[config.mk]
export PLATFORM = sky130hd
export DESIGN_NAME = depth_box_backprojector_flat
export DESIGN_NICKNAME = d
export VERILOG_FILES = /design/src/rtl/core/dbb_pkg.sv /design/src/rtl/core/dbb_in_if.sv /design/src/rtl/core/dbb_out_if.sv /design/src/rtl/core/dbb_queue.sv /design/src/rtl/core/dbb_front.sv /design/src/rtl/core/dbb_back.sv /design/src/rtl/core/depth_box_backprojector.sv /design/src/flat_wrapper.sv
export SDC_FILE = /design/constraint.sdc
export NUM_CORES = 2
export LEC_CHECK = 0
export BUFFER_PORTS_ARGS = -buffer_cell sky130_fd_sc_hd__buf_2
export CAP_MARGIN = 25
export CORE_MARGIN = 2
export CORE_UTILIZATION = 55
export DETAILED_ROUTE_END_ITERATION = 8
export GPL_TIMING_DRIVEN = 1
export MAX_ROUTING_LAYER = met4
export PLACE_DENSITY = 0.7
export SYNTH_ARGS = -nofsm -noshare
export SYNTH_HDL_FRONTEND = slang
export SYNTH_SLANG_ARGS = --single-unit
[constraint.sdc]
create_clock -name i_clk -period 25.9 [get_ports i_clk]
set_input_delay 5.18 -clock i_clk [delete_from_list [all_inputs] [get_ports i_clk]]
set_output_delay 5.18 -clock i_clk [all_outputs]
set_load 0.1 [all_outputs]
[src/rtl/core/dbb_pkg.sv]
package dbb_pkg;

    localparam int COORD_BITS_DEF = 12;
    localparam int DEPTH_W        = 16;
    localparam int OUT_W          = 24;
    localparam int CNT_W          = 24;
    localparam int FOCAL_W        = 24;
    localparam int UF_W           = FOCAL_W + DEPTH_W;
    localparam int QUEUE_DEPTH    = 4;

    localparam int CFG_DW = 64;
    localparam int CFG_AW = 6;

    localparam logic [CNT_W-1:0] CNT_MAX = {CNT_W{1'b1}};

    localparam logic CMD_BOX   = 1'b0;
    localparam logic CMD_DEPTH = 1'b1;

    localparam logic KIND_POINT = 1'b0;
    localparam logic KIND_SUM   = 1'b1;

    localparam logic [2:0] REG_PRINCIPAL = 3'd0;
    localparam logic [2:0] REG_INV_FX    = 3'd1;
    localparam logic [2:0] REG_INV_FY    = 3'd2;
    localparam logic [2:0] REG_XFORM0    = 3'd3;
    localparam logic [2:0] REG_XFORM1    = 3'd4;
    localparam logic [2:0] REG_XFORM2    = 3'd5;

    typedef struct packed {
        logic has_point;
        logic has_sum;
        logic sum_valid;
    } t_job_ctl;

    typedef enum logic [2:0] {
        BK_IDLE = 3'b001,
        BK_CALC = 3'b010,
        BK_EMIT = 3'b100
    } t_back_st;

endpackage

[src/rtl/core/dbb_in_if.sv]
interface dbb_in_if #(
    parameter int COORD_BITS = dbb_pkg::COORD_BITS_DEF
);
    logic                  valid;
    logic                  ready;
    logic                  command;
    logic [COORD_BITS-1:0] box_left;
    logic [COORD_BITS-1:0] box_top;
    logic [COORD_BITS-1:0] box_right;
    logic [COORD_BITS-1:0] box_bottom;
    logic [15:0]           depth_mm;

    modport source (
        output valid, command, box_left, box_top, box_right, box_bottom, depth_mm,
        input  ready
    );
    modport sink (
        input  valid, command, box_left, box_top, box_right, box_bottom, depth_mm,
        output ready
    );
endinterface

[src/rtl/core/dbb_out_if.sv]
interface dbb_out_if;
    logic               valid;
    logic               ready;
    logic               kind;
    logic signed [23:0] point_x;
    logic signed [23:0] point_y;
    logic signed [23:0] point_z;
    logic               box_valid;
    logic               last;

    modport source (
        output valid, kind, point_x, point_y, point_z, box_valid, last,
        input  ready
    );
    modport sink (
        input  valid, kind, point_x, point_y, point_z, box_valid, last,
        output ready
    );
endinterface

[src/rtl/core/dbb_queue.sv]
module dbb_queue #(
    parameter int W     = 8,
    parameter int DEPTH = dbb_pkg::QUEUE_DEPTH
) (
    input  logic         i_clk,
    input  logic         i_rst_n,
    input  logic         i_push,
    input  logic [W-1:0] i_wdata,
    input  logic         i_pop,
    output logic [W-1:0] o_rdata,
    output logic         o_full,
    output logic         o_empty
);
    localparam int PTR_W = (DEPTH > 1) ? $clog2(DEPTH) : 1;
    localparam int CNT_W = $clog2(DEPTH + 1);

    logic [W-1:0]     r_mem [DEPTH];
    logic [PTR_W-1:0] r_wptr;
    logic [PTR_W-1:0] r_rptr;
    logic [CNT_W-1:0] r_count;

    assign o_full  = (r_count == CNT_W'(DEPTH));
    assign o_empty = (r_count == '0);
    assign o_rdata = r_mem[r_rptr];

    always_ff @(posedge i_clk) begin
        if (i_push) begin
            r_mem[r_wptr] <= i_wdata;
        end
    end

    always_ff @(posedge i_clk) begin
        if (!i_rst_n) begin
            r_wptr  <= '0;
            r_rptr  <= '0;
            r_count <= '0;
        end else begin
            if (i_push) begin
                r_wptr <= (r_wptr == PTR_W'(DEPTH - 1)) ? '0 : r_wptr + 1'b1;
            end
            if (i_pop) begin
                r_rptr <= (r_rptr == PTR_W'(DEPTH - 1)) ? '0 : r_rptr + 1'b1;
            end
            if (i_push && !i_pop) begin
                r_count <= r_count + 1'b1;
            end else if (i_pop && !i_push) begin
                r_count <= r_count - 1'b1;
            end
        end
    end
endmodule

[src/rtl/core/dbb_front.sv]
module dbb_front #(
    parameter int COORD_BITS = dbb_pkg::COORD_BITS_DEF
) (
    input  logic                     i_clk,
    input  logic                     i_rst_n,
    dbb_in_if.sink                   i_req,
    input  logic                     i_q_full,
    output logic                     o_push,
    output dbb_pkg::t_job_ctl        o_job_ctl,
    output logic [COORD_BITS-1:0]    o_job_col,
    output logic [COORD_BITS-1:0]    o_job_row,
    output logic [15:0]              o_job_depth
);
    import dbb_pkg::*;

    logic                  r_box_open, n_box_open;
    logic [COORD_BITS-1:0] r_col, n_col;
    logic [COORD_BITS-1:0] r_row, n_row;
    logic [COORD_BITS-1:0] r_left, n_left;
    logic [COORD_BITS-1:0] r_right, n_right;
    logic [COORD_BITS-1:0] r_bottom, n_bottom;
    logic [CNT_W-1:0]      r_zero_cnt, n_zero_cnt;
    logic [CNT_W-1:0]      r_box_area, n_box_area;

    logic                    w_accept;
    logic                    w_neg_w, w_neg_h, w_zero_w, w_zero_h, w_neg_area;
    logic [COORD_BITS-1:0]   w_width, w_height;
    logic [2*COORD_BITS-1:0] w_area_full;
    logic                    w_final;
    logic [CNT_W-1:0]        w_zc_inc, w_zc_next;
    logic [CNT_W+2:0]        w_zc5, w_area3;

    assign i_req.ready = !i_q_full;
    assign w_accept    = i_req.valid && !i_q_full;

    assign w_neg_w    = i_req.box_right < i_req.box_left;
    assign w_neg_h    = i_req.box_bottom < i_req.box_top;
    assign w_zero_w   = i_req.box_right == i_req.box_left;
    assign w_zero_h   = i_req.box_bottom == i_req.box_top;
    assign w_neg_area = (w_neg_w != w_neg_h) && !w_zero_w && !w_zero_h;

    assign w_width     = i_req.box_right - i_req.box_left;
    assign w_height    = i_req.box_bottom - i_req.box_top;
    assign w_area_full = w_width * w_height;

    assign w_final   = (r_col == r_right) && (r_row == r_bottom);
    assign w_zc_inc  = (r_zero_cnt == CNT_MAX) ? r_zero_cnt : r_zero_cnt + 1'b1;
    assign w_zc_next = (i_req.depth_mm == '0) ? w_zc_inc : r_zero_cnt;
    assign w_zc5     = {1'b0, w_zc_next, 2'b00} + {3'b000, w_zc_next};
    assign w_area3   = {2'b00, r_box_area, 1'b0} + {3'b000, r_box_area};

    always_comb begin
        n_box_open  = r_box_open;
        n_col       = r_col;
        n_row       = r_row;
        n_left      = r_left;
        n_right     = r_right;
        n_bottom    = r_bottom;
        n_zero_cnt  = r_zero_cnt;
        n_box_area  = r_box_area;
        o_push      = 1'b0;
        o_job_ctl   = '0;
        o_job_col   = r_col;
        o_job_row   = r_row;
        o_job_depth = i_req.depth_mm;
        if (w_accept) begin
            if (i_req.command == CMD_BOX) begin
                n_box_open = 1'b0;
                if (w_neg_w || w_neg_h) begin
                    o_push              = 1'b1;
                    o_job_ctl.has_sum   = 1'b1;
                    o_job_ctl.sum_valid = !w_neg_area;
                end else begin
                    n_box_open = 1'b1;
                    n_col      = i_req.box_left;
                    n_row      = i_req.box_top;
                    n_left     = i_req.box_left;
                    n_right    = i_req.box_right;
                    n_bottom   = i_req.box_bottom;
                    n_zero_cnt = '0;
                    n_box_area = CNT_W'(w_area_full);
                end
            end else if (r_box_open) begin
                n_zero_cnt = w_zc_next;
                if (i_req.depth_mm != '0) begin
                    o_push              = 1'b1;
                    o_job_ctl.has_point = 1'b1;
                end
                if (w_final) begin
                    o_push              = 1'b1;
                    o_job_ctl.has_sum   = 1'b1;
                    o_job_ctl.sum_valid = !(w_zc5 > w_area3);
                    n_box_open          = 1'b0;
                end else if (r_col == r_right) begin
                    n_col = r_left;
                    n_row = r_row + 1'b1;
                end else begin
                    n_col = r_col + 1'b1;
                end
            end
        end
    end

    always_ff @(posedge i_clk) begin
        if (!i_rst_n) begin
            r_box_open <= 1'b0;
            r_col      <= '0;
            r_row      <= '0;
            r_left     <= '0;
            r_right    <= '0;
            r_bottom   <= '0;
            r_zero_cnt <= '0;
            r_box_area <= '0;
        end else begin
            r_box_open <= n_box_open;
            r_col      <= n_col;
            r_row      <= n_row;
            r_left     <= n_left;
            r_right    <= n_right;
            r_bottom   <= n_bottom;
            r_zero_cnt <= n_zero_cnt;
            r_box_area <= n_box_area;
        end
    end
endmodule

[src/rtl/core/dbb_back.sv]
module dbb_back #(
    parameter int COORD_BITS = dbb_pkg::COORD_BITS_DEF
) (
    input  logic                     i_clk,
    input  logic                     i_rst_n,
    input  logic                     i_q_empty,
    input  dbb_pkg::t_job_ctl        i_job_ctl,
    input  logic [COORD_BITS-1:0]    i_job_col,
    input  logic [COORD_BITS-1:0]    i_job_row,
    input  logic [15:0]              i_job_depth,
    output logic                     o_pop,
    input  logic [31:0]              i_principal,
    input  logic [23:0]              i_inv_fx,
    input  logic [23:0]              i_inv_fy,
    input  logic [2:0][63:0]         i_xform,
    dbb_out_if.source                o_res
);
    import dbb_pkg::*;

    localparam int PIX_W = ((COORD_BITS + 4) > 16) ? (COORD_BITS + 4) : 16;
    localparam int DX_W  = PIX_W + 2;
    localparam int CAM_W = DX_W + 13;
    localparam int MA_W  = UF_W + 1;
    localparam int MB_W  = DX_W;
    localparam int P_W   = MA_W + MB_W;
    localparam int ACC_W = CAM_W + 18;
    localparam int Q_W   = ACC_W - 13;

    localparam logic [P_W-1:0]          RND28 = P_W'(1) << 27;
    localparam logic [ACC_W-1:0]        RND14 = ACC_W'(1) << 13;
    localparam logic signed [Q_W-1:0]   Q_MAX = Q_W'(8388607);
    localparam logic signed [Q_W-1:0]   Q_MIN = Q_W'(-8388608);
    localparam logic [3:0]              STEP_LAST = 4'd14;

    t_back_st                r_st;
    logic [3:0]              r_step;
    t_job_ctl                r_ctl;
    logic                    r_pend_pt, r_pend_sum;
    logic [DEPTH_W-1:0]      r_depth;
    logic signed [DX_W-1:0]  r_dx, r_dy;
    logic signed [P_W-1:0]   r_prod;
    logic signed [CAM_W-1:0] r_camx, r_camy;
    logic [ACC_W-1:0]        r_acc;
    logic [OUT_W-1:0]        r_res [3];

    logic                    r_out_valid;
    logic                    r_out_kind;
    logic [OUT_W-1:0]        r_out_x, r_out_y, r_out_z;
    logic                    r_out_bvalid;
    logic                    r_out_last;

    logic signed [MA_W-1:0]  w_a;
    logic signed [MB_W-1:0]  w_b;
    logic signed [P_W-1:0]   w_prod;
    logic [P_W-1:0]          w_rsum;
    logic signed [CAM_W-1:0] w_cam;
    logic signed [DX_W-1:0]  w_dx, w_dy;
    logic [15:0]             w_trans;
    logic signed [Q_W-1:0]   w_q;
    logic [OUT_W-1:0]        w_fin;
    logic                    w_out_free;

    function automatic logic signed [MB_W-1:0] rot_term(input logic [15:0] v);
        return {{(MB_W-16){v[15]}}, v};
    endfunction

    function automatic logic signed [MA_W-1:0] cam_term(input logic [CAM_W-1:0] v);
        return {{(MA_W-CAM_W){v[CAM_W-1]}}, v};
    endfunction

    assign w_dx = $signed({{(DX_W-COORD_BITS-4){1'b0}}, i_job_col, 4'b0000})
                - $signed({{(DX_W-16){1'b0}}, i_principal[15:0]});
    assign w_dy = $signed({{(DX_W-COORD_BITS-4){1'b0}}, i_job_row, 4'b0000})
                - $signed({{(DX_W-16){1'b0}}, i_principal[31:16]});

    always_comb begin
        w_a = '0;
        w_b = '0;
        case (r_step)
            4'd0: begin
                w_a = {{(MA_W-FOCAL_W){1'b0}}, i_inv_fx};
                w_b = {{(MB_W-DEPTH_W){1'b0}}, r_depth};
            end
            4'd1: begin
                w_a = r_prod[MA_W-1:0];
                w_b = r_dx;
            end
            4'd2: begin
                w_a = {{(MA_W-FOCAL_W){1'b0}}, i_inv_fy};
                w_b = {{(MB_W-DEPTH_W){1'b0}}, r_depth};
            end
            4'd3: begin
                w_a = r_prod[MA_W-1:0];
                w_b = r_dy;
            end
            4'd4: begin
                w_a = {{(MA_W-DEPTH_W){1'b0}}, r_depth};
                w_b = rot_term(i_xform[0][47:32]);
            end
            4'd5: begin
                w_a = cam_term(r_camx);
                w_b = rot_term(i_xform[0][15:0]);
            end
            4'd6: begin
                w_a = cam_term(r_camy);
                w_b = rot_term(i_xform[0][31:16]);
            end
            4'd7: begin
                w_a = {{(MA_W-DEPTH_W){1'b0}}, r_depth};
                w_b = rot_term(i_xform[1][47:32]);
            end
            4'd8: begin
                w_a = cam_term(r_camx);
                w_b = rot_term(i_xform[1][15:0]);
            end
            4'd9: begin
                w_a = cam_term(r_camy);
                w_b = rot_term(i_xform[1][31:16]);
            end
            4'd10: begin
                w_a = {{(MA_W-DEPTH_W){1'b0}}, r_depth};
                w_b = rot_term(i_xform[2][47:32]);
            end
            4'd11: begin
                w_a = cam_term(r_camx);
                w_b = rot_term(i_xform[2][15:0]);
            end
            4'd12: begin
                w_a = cam_term(r_camy);
                w_b = rot_term(i_xform[2][31:16]);
            end
            default: begin
                w_a = '0;
                w_b = '0;
            end
        endcase
    end

    assign w_prod = w_a * w_b;

    // round half up from q.28
    assign w_rsum = r_prod + RND28;
    assign w_cam  = w_rsum[P_W-1:28];

    always_comb begin
        case (r_step)
            4'd8:    w_trans = i_xform[0][63:48];
            4'd11:   w_trans = i_xform[1][63:48];
            default: w_trans = i_xform[2][63:48];
        endcase
    end

    assign w_q = $signed({r_acc[ACC_W-1], r_acc[ACC_W-1:14]})
               + $signed({{(Q_W-16){w_trans[15]}}, w_trans});

    always_comb begin
        if (w_q > Q_MAX) begin
            w_fin = Q_MAX[OUT_W-1:0];
        end else if (w_q < Q_MIN) begin
            w_fin = Q_MIN[OUT_W-1:0];
        end else begin
            w_fin = w_q[OUT_W-1:0];
        end
    end

    assign w_out_free = !r_out_valid || o_res.ready;
    assign o_pop      = (r_st == BK_IDLE) && !i_q_empty;

    always_ff @(posedge i_clk) begin
        if (o_pop) begin
            r_depth <= i_job_depth;
            r_dx    <= w_dx;
            r_dy    <= w_dy;
            r_ctl   <= i_job_ctl;
        end
        r_prod <= w_prod;
        if (r_step == 4'd2) begin
            r_camx <= w_cam;
        end
        if (r_step == 4'd4) begin
            r_camy <= w_cam;
        end
        case (r_step)
            4'd5, 4'd8, 4'd11: begin
                r_acc <= r_prod[ACC_W-1:0] + RND14;
            end
            4'd6, 4'd7, 4'd9, 4'd10, 4'd12, 4'd13: begin
                r_acc <= r_acc + r_prod[ACC_W-1:0];
            end
            default: begin
                r_acc <= r_acc;
            end
        endcase
        if (r_st == BK_CALC) begin
            if (r_step == 4'd8) begin
                r_res[0] <= w_fin;
            end
            if (r_step == 4'd11) begin
                r_res[1] <= w_fin;
            end
            if (r_step == STEP_LAST) begin
                r_res[2] <= w_fin;
            end
        end
    end

    always_ff @(posedge i_clk) begin
        if (!i_rst_n) begin
            r_st        <= BK_IDLE;
            r_step      <= '0;
            r_pend_pt   <= 1'b0;
            r_pend_sum  <= 1'b0;
            r_out_valid <= 1'b0;
        end else begin
            if (o_res.ready && (r_st != BK_EMIT)) begin
                r_out_valid <= 1'b0;
            end
            case (r_st)
                BK_IDLE: begin
                    r_step <= '0;
                    if (o_pop) begin
                        r_pend_pt  <= i_job_ctl.has_point;
                        r_pend_sum <= i_job_ctl.has_sum;
                        r_st       <= i_job_ctl.has_point ? BK_CALC : BK_EMIT;
                    end
                end
                BK_CALC: begin
                    if (r_step == STEP_LAST) begin
                        r_step <= '0;
                        r_st   <= BK_EMIT;
                    end else begin
                        r_step <= r_step + 1'b1;
                    end
                end
                BK_EMIT: begin
                    if (w_out_free) begin
                        r_out_valid <= 1'b1;
                        if (r_pend_pt) begin
                            r_out_kind   <= KIND_POINT;
                            r_out_x      <= r_res[0];
                            r_out_y      <= r_res[1];
                            r_out_z      <= r_res[2];
                            r_out_bvalid <= 1'b0;
                            r_out_last   <= !r_pend_sum;
                            r_pend_pt    <= 1'b0;
                            if (!r_pend_sum) begin
                                r_st <= BK_IDLE;
                            end
                        end else begin
                            r_out_kind   <= KIND_SUM;
                            r_out_x      <= '0;
                            r_out_y      <= '0;
                            r_out_z      <= '0;
                            r_out_bvalid <= r_ctl.sum_valid;
                            r_out_last   <= 1'b1;
                            r_pend_sum   <= 1'b0;
                            r_st         <= BK_IDLE;
                        end
                    end
                end
                default: begin
                    r_st <= BK_IDLE;
                end
            endcase
        end
    end

    assign o_res.valid     = r_out_valid;
    assign o_res.kind      = r_out_kind;
    assign o_res.point_x   = r_out_x;
    assign o_res.point_y   = r_out_y;
    assign o_res.point_z   = r_out_z;
    assign o_res.box_valid = r_out_bvalid;
    assign o_res.last      = r_out_last;
endmodule

[src/rtl/core/depth_box_backprojector.sv]
// channel   dir   payload                                          per request
// i_req     in    command, box_left/top/right/bottom, depth_mm     one box start or one sample
// o_res     out   kind, point_x/y/z, box_valid, last               one point or one box summary
// apb       in    psel, penable, pwrite, paddr, pwdata -> prdata   one register write or read
//
// front side takes one request per cycle while the job queue has room
// a point is computed in the back end on one shared multiplier in 13 steps, then its summary if it has one
// a summary alone skips the calculation in the back end; samples with no result push no job
// i_rst_n is synchronous; it clears scan state, queue, back end and output valid
// an output stall holds the back end and fills the queue; i_req.ready drops only once the queue is full
module depth_box_backprojector #(
    parameter int COORD_BITS = dbb_pkg::COORD_BITS_DEF
) (
    input  logic                        i_clk,
    input  logic                        i_rst_n,
    dbb_in_if.sink                      i_req,
    dbb_out_if.source                   o_res,
    input  logic                        psel,
    input  logic                        penable,
    input  logic                        pwrite,
    input  logic [dbb_pkg::CFG_AW-1:0]  paddr,
    input  logic [dbb_pkg::CFG_DW-1:0]  pwdata,
    output logic [dbb_pkg::CFG_DW-1:0]  prdata,
    output logic                        pready
);
    import dbb_pkg::*;

    localparam int JOB_W = $bits(t_job_ctl) + 2 * COORD_BITS + DEPTH_W;

    logic [31:0]      r_principal;
    logic [23:0]      r_inv_fx;
    logic [23:0]      r_inv_fy;
    logic [2:0][63:0] r_xform;

    logic [2:0]       w_reg_idx;
    logic             w_cfg_wr;

    logic                  w_push, w_pop, w_q_full, w_q_empty;
    t_job_ctl              w_f_ctl, w_b_ctl;
    logic [COORD_BITS-1:0] w_f_col, w_f_row, w_b_col, w_b_row;
    logic [DEPTH_W-1:0]    w_f_depth, w_b_depth;
    logic [JOB_W-1:0]      w_q_wdata, w_q_rdata;

    assign pready    = 1'b1;
    assign w_reg_idx = paddr[CFG_AW-1:3];
    assign w_cfg_wr  = psel && penable && pwrite;

    always_ff @(posedge i_clk) begin
        if (!i_rst_n) begin
            r_principal <= '0;
            r_inv_fx    <= '0;
            r_inv_fy    <= '0;
            r_xform     <= '0;
        end else if (w_cfg_wr) begin
            case (w_reg_idx)
                REG_PRINCIPAL: r_principal <= pwdata[31:0];
                REG_INV_FX:    r_inv_fx    <= pwdata[23:0];
                REG_INV_FY:    r_inv_fy    <= pwdata[23:0];
                REG_XFORM0:    r_xform[0]  <= pwdata;
                REG_XFORM1:    r_xform[1]  <= pwdata;
                REG_XFORM2:    r_xform[2]  <= pwdata;
                default: begin
                end
            endcase
        end
    end

    always_comb begin
        case (w_reg_idx)
            REG_PRINCIPAL: prdata = {32'd0, r_principal};
            REG_INV_FX:    prdata = {40'd0, r_inv_fx};
            REG_INV_FY:    prdata = {40'd0, r_inv_fy};
            REG_XFORM0:    prdata = r_xform[0];
            REG_XFORM1:    prdata = r_xform[1];
            REG_XFORM2:    prdata = r_xform[2];
            default:       prdata = '0;
        endcase
    end

    dbb_front #(
        .COORD_BITS (COORD_BITS)
    ) u_front (
        .i_clk       (i_clk),
        .i_rst_n     (i_rst_n),
        .i_req       (i_req),
        .i_q_full    (w_q_full),
        .o_push      (w_push),
        .o_job_ctl   (w_f_ctl),
        .o_job_col   (w_f_col),
        .o_job_row   (w_f_row),
        .o_job_depth (w_f_depth)
    );

    assign w_q_wdata = {w_f_ctl, w_f_col, w_f_row, w_f_depth};
    assign {w_b_ctl, w_b_col, w_b_row, w_b_depth} = w_q_rdata;

    dbb_queue #(
        .W     (JOB_W),
        .DEPTH (QUEUE_DEPTH)
    ) u_queue (
        .i_clk   (i_clk),
        .i_rst_n (i_rst_n),
        .i_push  (w_push),
        .i_wdata (w_q_wdata),
        .i_pop   (w_pop),
        .o_rdata (w_q_rdata),
        .o_full  (w_q_full),
        .o_empty (w_q_empty)
    );

    dbb_back #(
        .COORD_BITS (COORD_BITS)
    ) u_back (
        .i_clk       (i_clk),
        .i_rst_n     (i_rst_n),
        .i_q_empty   (w_q_empty),
        .i_job_ctl   (w_b_ctl),
        .i_job_col   (w_b_col),
        .i_job_row   (w_b_row),
        .i_job_depth (w_b_depth),
        .o_pop       (w_pop),
        .i_principal (r_principal),
        .i_inv_fx    (r_inv_fx),
        .i_inv_fy    (r_inv_fy),
        .i_xform     (r_xform),
        .o_res       (o_res)
    );

    a_no_overflow: assert property (@(posedge i_clk) disable iff (!i_rst_n)
        w_push |-> !w_q_full)
        else $error("job queue written while full");

    a_no_underflow: assert property (@(posedge i_clk) disable iff (!i_rst_n)
        w_pop |-> !w_q_empty)
        else $error("job queue read while empty");

    a_summary_shape: assert property (@(posedge i_clk) disable iff (!i_rst_n)
        (o_res.valid && (o_res.kind == KIND_SUM)) |->
            (o_res.last && (o_res.point_x == '0) && (o_res.point_y == '0)
             && (o_res.point_z == '0)))
        else $error("summary result without last or with a point");

    a_point_no_valid: assert property (@(posedge i_clk) disable iff (!i_rst_n)
        (o_res.valid && (o_res.kind == KIND_POINT)) |-> !o_res.box_valid)
        else $error("point result carries box valid");
endmodule
[src/flat_wrapper.sv]
// flat-port wrapper written by rule: the top's interface ports become plain ports
module depth_box_backprojector_flat import dbb_pkg::*;
#(
    parameter int COORD_BITS = dbb_pkg::COORD_BITS_DEF
)
  (i_clk, i_rst_n, psel, penable, pwrite, paddr, pwdata, prdata, pready, i_req_valid, i_req_command, i_req_box_left, i_req_box_top, i_req_box_right, i_req_box_bottom, i_req_depth_mm, i_req_ready, o_res_valid, o_res_kind, o_res_point_x, o_res_point_y, o_res_point_z, o_res_box_valid, o_res_last, o_res_ready);
  dbb_in_if #(.COORD_BITS(COORD_BITS)) i_req_i ();
  dbb_out_if o_res_i ();
  input  logic i_clk;
  input  logic i_rst_n;
  input  logic psel;
  input  logic penable;
  input  logic pwrite;
  input  logic [dbb_pkg::CFG_AW-1:0] paddr;
  input  logic [dbb_pkg::CFG_DW-1:0] pwdata;
  output logic [dbb_pkg::CFG_DW-1:0] prdata;
  output logic pready;
  input wire logic [$bits(i_req_i.valid)-1:0] i_req_valid;
  input wire logic [$bits(i_req_i.command)-1:0] i_req_command;
  input wire logic [$bits(i_req_i.box_left)-1:0] i_req_box_left;
  input wire logic [$bits(i_req_i.box_top)-1:0] i_req_box_top;
  input wire logic [$bits(i_req_i.box_right)-1:0] i_req_box_right;
  input wire logic [$bits(i_req_i.box_bottom)-1:0] i_req_box_bottom;
  input wire logic [$bits(i_req_i.depth_mm)-1:0] i_req_depth_mm;
  output wire logic [$bits(i_req_i.ready)-1:0] i_req_ready;
  output wire logic [$bits(o_res_i.valid)-1:0] o_res_valid;
  output wire logic [$bits(o_res_i.kind)-1:0] o_res_kind;
  output wire logic [$bits(o_res_i.point_x)-1:0] o_res_point_x;
  output wire logic [$bits(o_res_i.point_y)-1:0] o_res_point_y;
  output wire logic [$bits(o_res_i.point_z)-1:0] o_res_point_z;
  output wire logic [$bits(o_res_i.box_valid)-1:0] o_res_box_valid;
  output wire logic [$bits(o_res_i.last)-1:0] o_res_last;
  input wire logic [$bits(o_res_i.ready)-1:0] o_res_ready;
  assign i_req_i.valid = i_req_valid;
  assign i_req_i.command = i_req_command;
  assign i_req_i.box_left = i_req_box_left;
  assign i_req_i.box_top = i_req_box_top;
  assign i_req_i.box_right = i_req_box_right;
  assign i_req_i.box_bottom = i_req_box_bottom;
  assign i_req_i.depth_mm = i_req_depth_mm;
  assign i_req_ready = i_req_i.ready;
  assign o_res_valid = o_res_i.valid;
  assign o_res_kind = o_res_i.kind;
  assign o_res_point_x = o_res_i.point_x;
  assign o_res_point_y = o_res_i.point_y;
  assign o_res_point_z = o_res_i.point_z;
  assign o_res_box_valid = o_res_i.box_valid;
  assign o_res_last = o_res_i.last;
  assign o_res_i.ready = o_res_ready;
  depth_box_backprojector #(.COORD_BITS(COORD_BITS)) u_core (.i_clk(i_clk), .i_rst_n(i_rst_n), .i_req(i_req_i), .o_res(o_res_i), .psel(psel), .penable(penable), .pwrite(pwrite), .paddr(paddr), .pwdata(pwdata), .prdata(prdata), .pready(pready));
endmodule
# Word level (Yosys, flattened, before mapping)
# Memory sizes are Yosys's and may differ from the RTL's. A register that Yosys moved wholly into a read port is not among the register bits.
# Index checks and enable logic that the tools add are counted.
dict set report totals {
  out_inout_bits 142
  in_bits 142
  reg_bits 624
  mem_bits_rw 244
  word_cells 240
  mem_count 2
}
dict set report classes {
  n_addsub 18
  eq_ne 41
  bitwise_logic 2
  n_mul 2
  reduce_logical 56
  magnitude_cmp 5
  muxes 81
}
# memory depth width read_ports rd_clocked_by_memory_dff wr line_no
set mem_list {}
lappend mem_list {u_core.u_queue.r_mem 4 43 1 1 1 dbb_queue.sv:17} ;# logic [W-1:0] r_mem [DEPTH];
lappend mem_list {u_core.u_back.r_res 3 24 3 3 1 dbb_back.sv:44} ;# logic [OUT_W-1:0] r_res [3];
# op count
set op_table {}
lappend op_table {{$pmux W64 S6} 1}
lappend op_table {{$pmux W41 S6} 1}
lappend op_table {{$mux W24} 9}
lappend op_table {{$pmux W18 S12} 1}
lappend op_table {{$mux W12} 10}
lappend op_table {{$pmux W49 S2} 1}
lappend op_table {{$add A59 B28 Y59 const B} 1}
lappend op_table {{$mul A41 B18 Y59} 1}
lappend op_table {{$add A49 B14 Y49 const B} 1}
lappend op_table {{$add A49 B49 Y49} 1}
lappend op_table {{$eq A12 B12 Y1} 4}
lappend op_table {{$reduce_or A24 Y1} 2}
lappend op_table {{$add A35 B16 Y36} 1}
lappend op_table {{$gt A36 B24 Y1 const B} 1}
lappend op_table {{$lt A36 B24 Y1 const B} 1}
lappend op_table {{$sub A16 B16 Y17} 2}
lappend op_table {{$mux W1} 33}
lappend op_table {{$pmux W16 S2} 1}
lappend op_table {{$mux W3} 10}
lappend op_table {{$eq A4 B4 Y1 const B} 7}
lappend op_table {{$add A26 B24 Y27} 1}
lappend op_table {{$gt A27 B26 Y1} 1}
lappend op_table {{$add A25 B24 Y26} 1}
lappend op_table {{$add A12 B1 Y12 const B} 2}
lappend op_table {{other kinds (41)} 111}

# Logic depth before layout (Yosys ltp)
dict set report logic_depth {
  ltp_word 10
  depth_mapped 37
  ltp_nobuf 35
}

# By module
# Synthesis repeated with hierarchy kept, for this count alone.
dict set report hier_totals {
  hier_cells 8120
  hier_area_um2 78479.0
}
# module cells_per_inst area_per_inst_um2 instances seq_area_each_um2
set by_module_without_submodules {}
lappend by_module_without_submodules {dbb_back 4832 45248.4 1 10660.2}
lappend by_module_without_submodules {dbb_front 1813 14477.6 1 2182.1}
lappend by_module_without_submodules {depth_box_backprojector 1206 12035.3 1 5445.2}
lappend by_module_without_submodules {dbb_queue 269 6717.7 1 5345.1}

# Worst setup path before layout
# Ideal clock, no wire load.
dict set report synth_path {
  path_type {input -> output}
  startpoint {input port paddr[3] (netlist bit)}
  endpoint {output port prdata[16] (netlist bit)}
  t_required_ps 20720
  n_path_buf 4
  path_stages 6
  path_slack_ps 11793
  arrival_ps 8927
  path_cell_list {clkbuf_1 buf_1 clkbuf_1 buf_1 a31oi_1 o21ai_0}
}
dict set report synth_via {
  elab_chain_cells 2
  word_cells_on_any_way 7
  cone_classes {eq/ne (5); mux (1); reduce/logical (1)}
}
# item line_no
set synth_rtl {}
lappend synth_rtl {{from (decl)} flat_wrapper.sv:14} ;# input logic [dbb_pkg::CFG_AW-1:0] paddr;
lappend synth_rtl {{$eq A3 B3 Y1 (tied with other cells)} depth_box_backprojector.sv:69} ;# case (w_reg_idx)
lappend synth_rtl {{$pmux W64 S6 (*)} depth_box_backprojector.sv:69}
lappend synth_rtl {{to (decl)} flat_wrapper.sv:16} ;# output logic [dbb_pkg::CFG_DW-1:0] prdata;
# Every way passes the cells marked *; elsewhere a longest branch is shown, timed or not.

# Worst setup path after layout
dict set report layout_path {
  startpoint {input port paddr[5] (netlist bit)}
  endpoint {output port prdata[9] (netlist bit)}
}
# The elaborated chain is that of the path after synthesis.

==> out/qor.yml <==
clock_tree:
  post-cts-setup-buffers: 0
  clock_latency_ps: 750
  h-tree-depth: 3
  cts_buffers: 101
  cts_buffer_depth: 3
  root_buffer: "clkbuf_16"
  cts_sinks: 940
  hold_buffers: 0
  tritoncts: "yes"
  cts_resized: 0
  clk_pin_slew_ps: 60
floorplan:
  rows: 136
  die-width_um: 377.2
  dieArea_um2: 142300
  ios: 284
  initial_core_util: 0.5557
  die_h_um: 377.2
  fp.coreArea_um2: 137800
synthesis:
  ys_warn_count: 0
  synthFlopType: "edfxtp_1"
  synth.largest_area_cell: "fa_1"
  seq_area_frac_synth: 0.3085
  syn-instance-count: 8296
  synth-edff-count: 481
  synth_top_area_frac: 0.2104
  async_flop_share: 0
  yosys-top-cells-area: "fa_1, edfxtp_1, dfxtp_1"
  synth_area_um2: 76600
  ys_ff_latch: 940
  synth.avg_cell_area_um2: 9.233
  syn-num-nets: 9661
  yosysUniqueCellTypes: 95
drt:
  wl_mm: 228.5
  drc: 0
  avgRoutedWirePerCell_um: 22.19
  drt-initial-drc-count: 5735
  firstDrtPassIters: 8
  vias_per_cell: 5.916
  num_vias: 60940
  ant_nets: 0
run_status:
  status: "finished clean"
place:
  hpwl_mm: 171.5
  place_congestion: 0.9783
  place_inst: 10090
  io_buffers: 279
setup_path:
  endpoint_kind: "output port"
  start_kind: "input port"
  cp_max_fo: 63
  setup.worst_path.class: "in2out"
  reg2reg_from: "u_core.u_back.r_step[2]"
  r2r_end: "u_core.u_back.r_prod[57]"
  r2r_setup_slack_ps: 14220
  startpoint: "paddr[5]"
  worstRegToRegCells: 31
  cp-endpoint: "prdata[9]"
  cp.required_ps: 20720
  critical_path_arrival_ps: 8310
power:
  ir_drop_v: 0.0002191
  finalPower_mw: 6.182
  p_leak_nw: 35.72
  p_per_area_nw_per_um2: 73.97
global_route:
  grt_pass1_vias: 61040
  grt_pass1_wl_mm: 351.6
  grt_max_degree: 116
  gr-usage-all-layers: 0.3311
  grt_remaining_overflow: 0
  antenna_found_initial: 26
timing:
  fin_tns_setup_ps: 0
  final_max_slew_viol_count: 0
  rsz0062_at_grt: "no"
  skew_ps: 69.31
  tightest_slew_ps: 1234
  setup_viol: 0
  period_share: 0.5209
  slew_headroom: 0.1776
  fmax_ghz: 0.07413
  fin_crit_ps: 13490
  report.final.hold_viol_count: 0
min_path:
  hp-start: "u_core.u_front.r_left[3]"
  hp-class: "reg2reg"
final_layout:
  fin_cells: 10300
  area_delta_synth_final_pct: 9.092
  fill_cells: 11730
  nets: 9766
  drive_gt1_frac: 0.08696
run:
  cap_violations: 0
stage by stage:
stage	cell area [µm²]	setup WS [ps]	hold slack [ps]	utilization
after floorplan	76600	11790	433.2	-
after global placement	79760	12560	438.1	0.5787
after detailed placement	79860	12550	449.5	0.5794
after CTS	83450	12540	458.5	0.6054
after global routing	83560	12450	479.7	0.6063
final	83560	12410	454.9	0.6063
synth_stat cells (13+ instances only):
library cell	number
a211oi_1	20
a21boi_0	14
a21o_1	128
a21oi_1	598
a221o_1	17
a221oi_1	42
a222oi_1	33
a22o_1	19
a22oi_1	102
a31oi_1	30
and2_1	148
and3_1	48
buf_1	29
clkbuf_1	369
dfxtp_1	459
edfxtp_1	481
fa_1	805
ha_1	418
inv_1	1111
mux2_2	15
mux2i_1	77
mux4_2	52
nand2_1	1540
nand2b_1	70
nand3_1	93
nand4_1	49
nor2_1	484
nor2b_1	57
nor3_1	51
nor4_1	17
o211ai_1	26
o21a_1	29
o21ai_0	218
o21ai_1	23
o21bai_1	46
o221ai_1	13
o22ai_1	28
o31ai_1	16
or2_2	27
or3_1	22
xnor2_1	202
xor2_1	148
area by class of cell:
cell class                      count  area [µm²]  area share
Antenna cell                       19       47.55   0.0005690
Clock buffer                      144        2870     0.03435
Clock inverter                     45       719.4    0.008609
Inverter                         1112        4182     0.05004
Multi-Input combinational cell   5838       47420      0.5674
Sequential cell                   940       23640      0.2829
Tap cell                         1794        2245     0.02686
Timing Repair Buffer              408        2449     0.02930
power by group:
part | internal [mW] | switching, mW | leakage, nW | total (mW)
Clock | 0.902 | 0.648 | 1.74 | 1.55
Sequential | 1.69 | 0.136 | 8.11 | 1.83
Combinational | 1.11 | 1.69 | 25.9 | 2.80
Total | 3.71 | 2.48 | 35.7 | 6.18
registers in the layout, indices dropped and copies added (netlist names), 16 cells and up, named ones only:
name                         cells
u_core.u_front.r_zero_cnt       24
u_core.u_back.r_camx            31
u_core.u_back.r_res             72
u_core.u_back.r_camy            31
u_core.u_back.o_res.point_x     24
u_core.u_back.o_res.point_y     24
u_core.r_inv_fx                 24
u_core.r_xform                 192
u_core.r_inv_fy                 24
u_core.u_queue.r_mem           172
u_core.u_back.r_dy              17
u_core.u_back.r_acc             49
u_core.u_back.r_prod            59
u_core.u_front.r_box_area       24
u_core.r_principal              32
u_core.u_back.r_depth           16
u_core.u_back.r_dx              17
u_core.u_back.o_res.point_z     24
placed cells by master, fill, tap and decap left out, types with 128 or more instances in the layout:
cell,Yosys,layout
a21o_1,128,128
a21oi_1,598,598
and2_1,148,144
buf_2,3,278
dfxtp_1,459,456
edfxtp_1,481,481
fa_1,805,805
ha_1,418,418
inv_1,1111,1108
nand2_1,1540,1540
nor2_1,484,474
o21ai_0,218,217
xnor2_1,202,202
xor2_1,148,148
logic make-up (layout without fill, tap and decap cells):
logic type / count (synthesis) / in the layout / share of synthesized area
mux: 144 / 144 / 0.02756
compound gates: 1482 / 1482 / 0.1226
xor+xnor: 351 / 351 / 0.04023
flops: 940 / 940 / 0.3085
buf+inv: 1518 / 1709 / 0.07468
simple gates: 2637 / 2637 / 0.1477
fa+ha+maj: 1223 / 1223 / 0.2787
other cells: 1 / 20 / 0.00004896
worst min path at each step:
stage | end | slack [ps] | depth (start not counted)
floorplan | u_core.u_front.r_left[0] | 430 | 2
global placement | u_core.u_front.r_left[10] | 440 | 2
detailed placement | u_core.u_front.r_left[3] | 450 | 2
CTS | u_core.u_front.r_left[3] | 460 | 2
global route | u_core.u_front.r_left[3] | 480 | 2
finish | u_core.u_front.r_left[3] | 450 | 2
worst max-delay path, stage by stage:
cell and delay (ps):
buf_2 80, buf_4 550, nand2b_4 700, o22ai_1 1130, buf_2 590
per-layer routing:
| metal | wire [µm] | global-route usage |
|---|---|---|
| met5 | 0 | - |
| met4 | 11230 | 0.1419 |
| met3 | 21660 | 0.06459 |
| met2 | 105800 | 0.5207 |
| met1 | 89850 | 0.4187 |
Power figures use the tool's default switching activity.
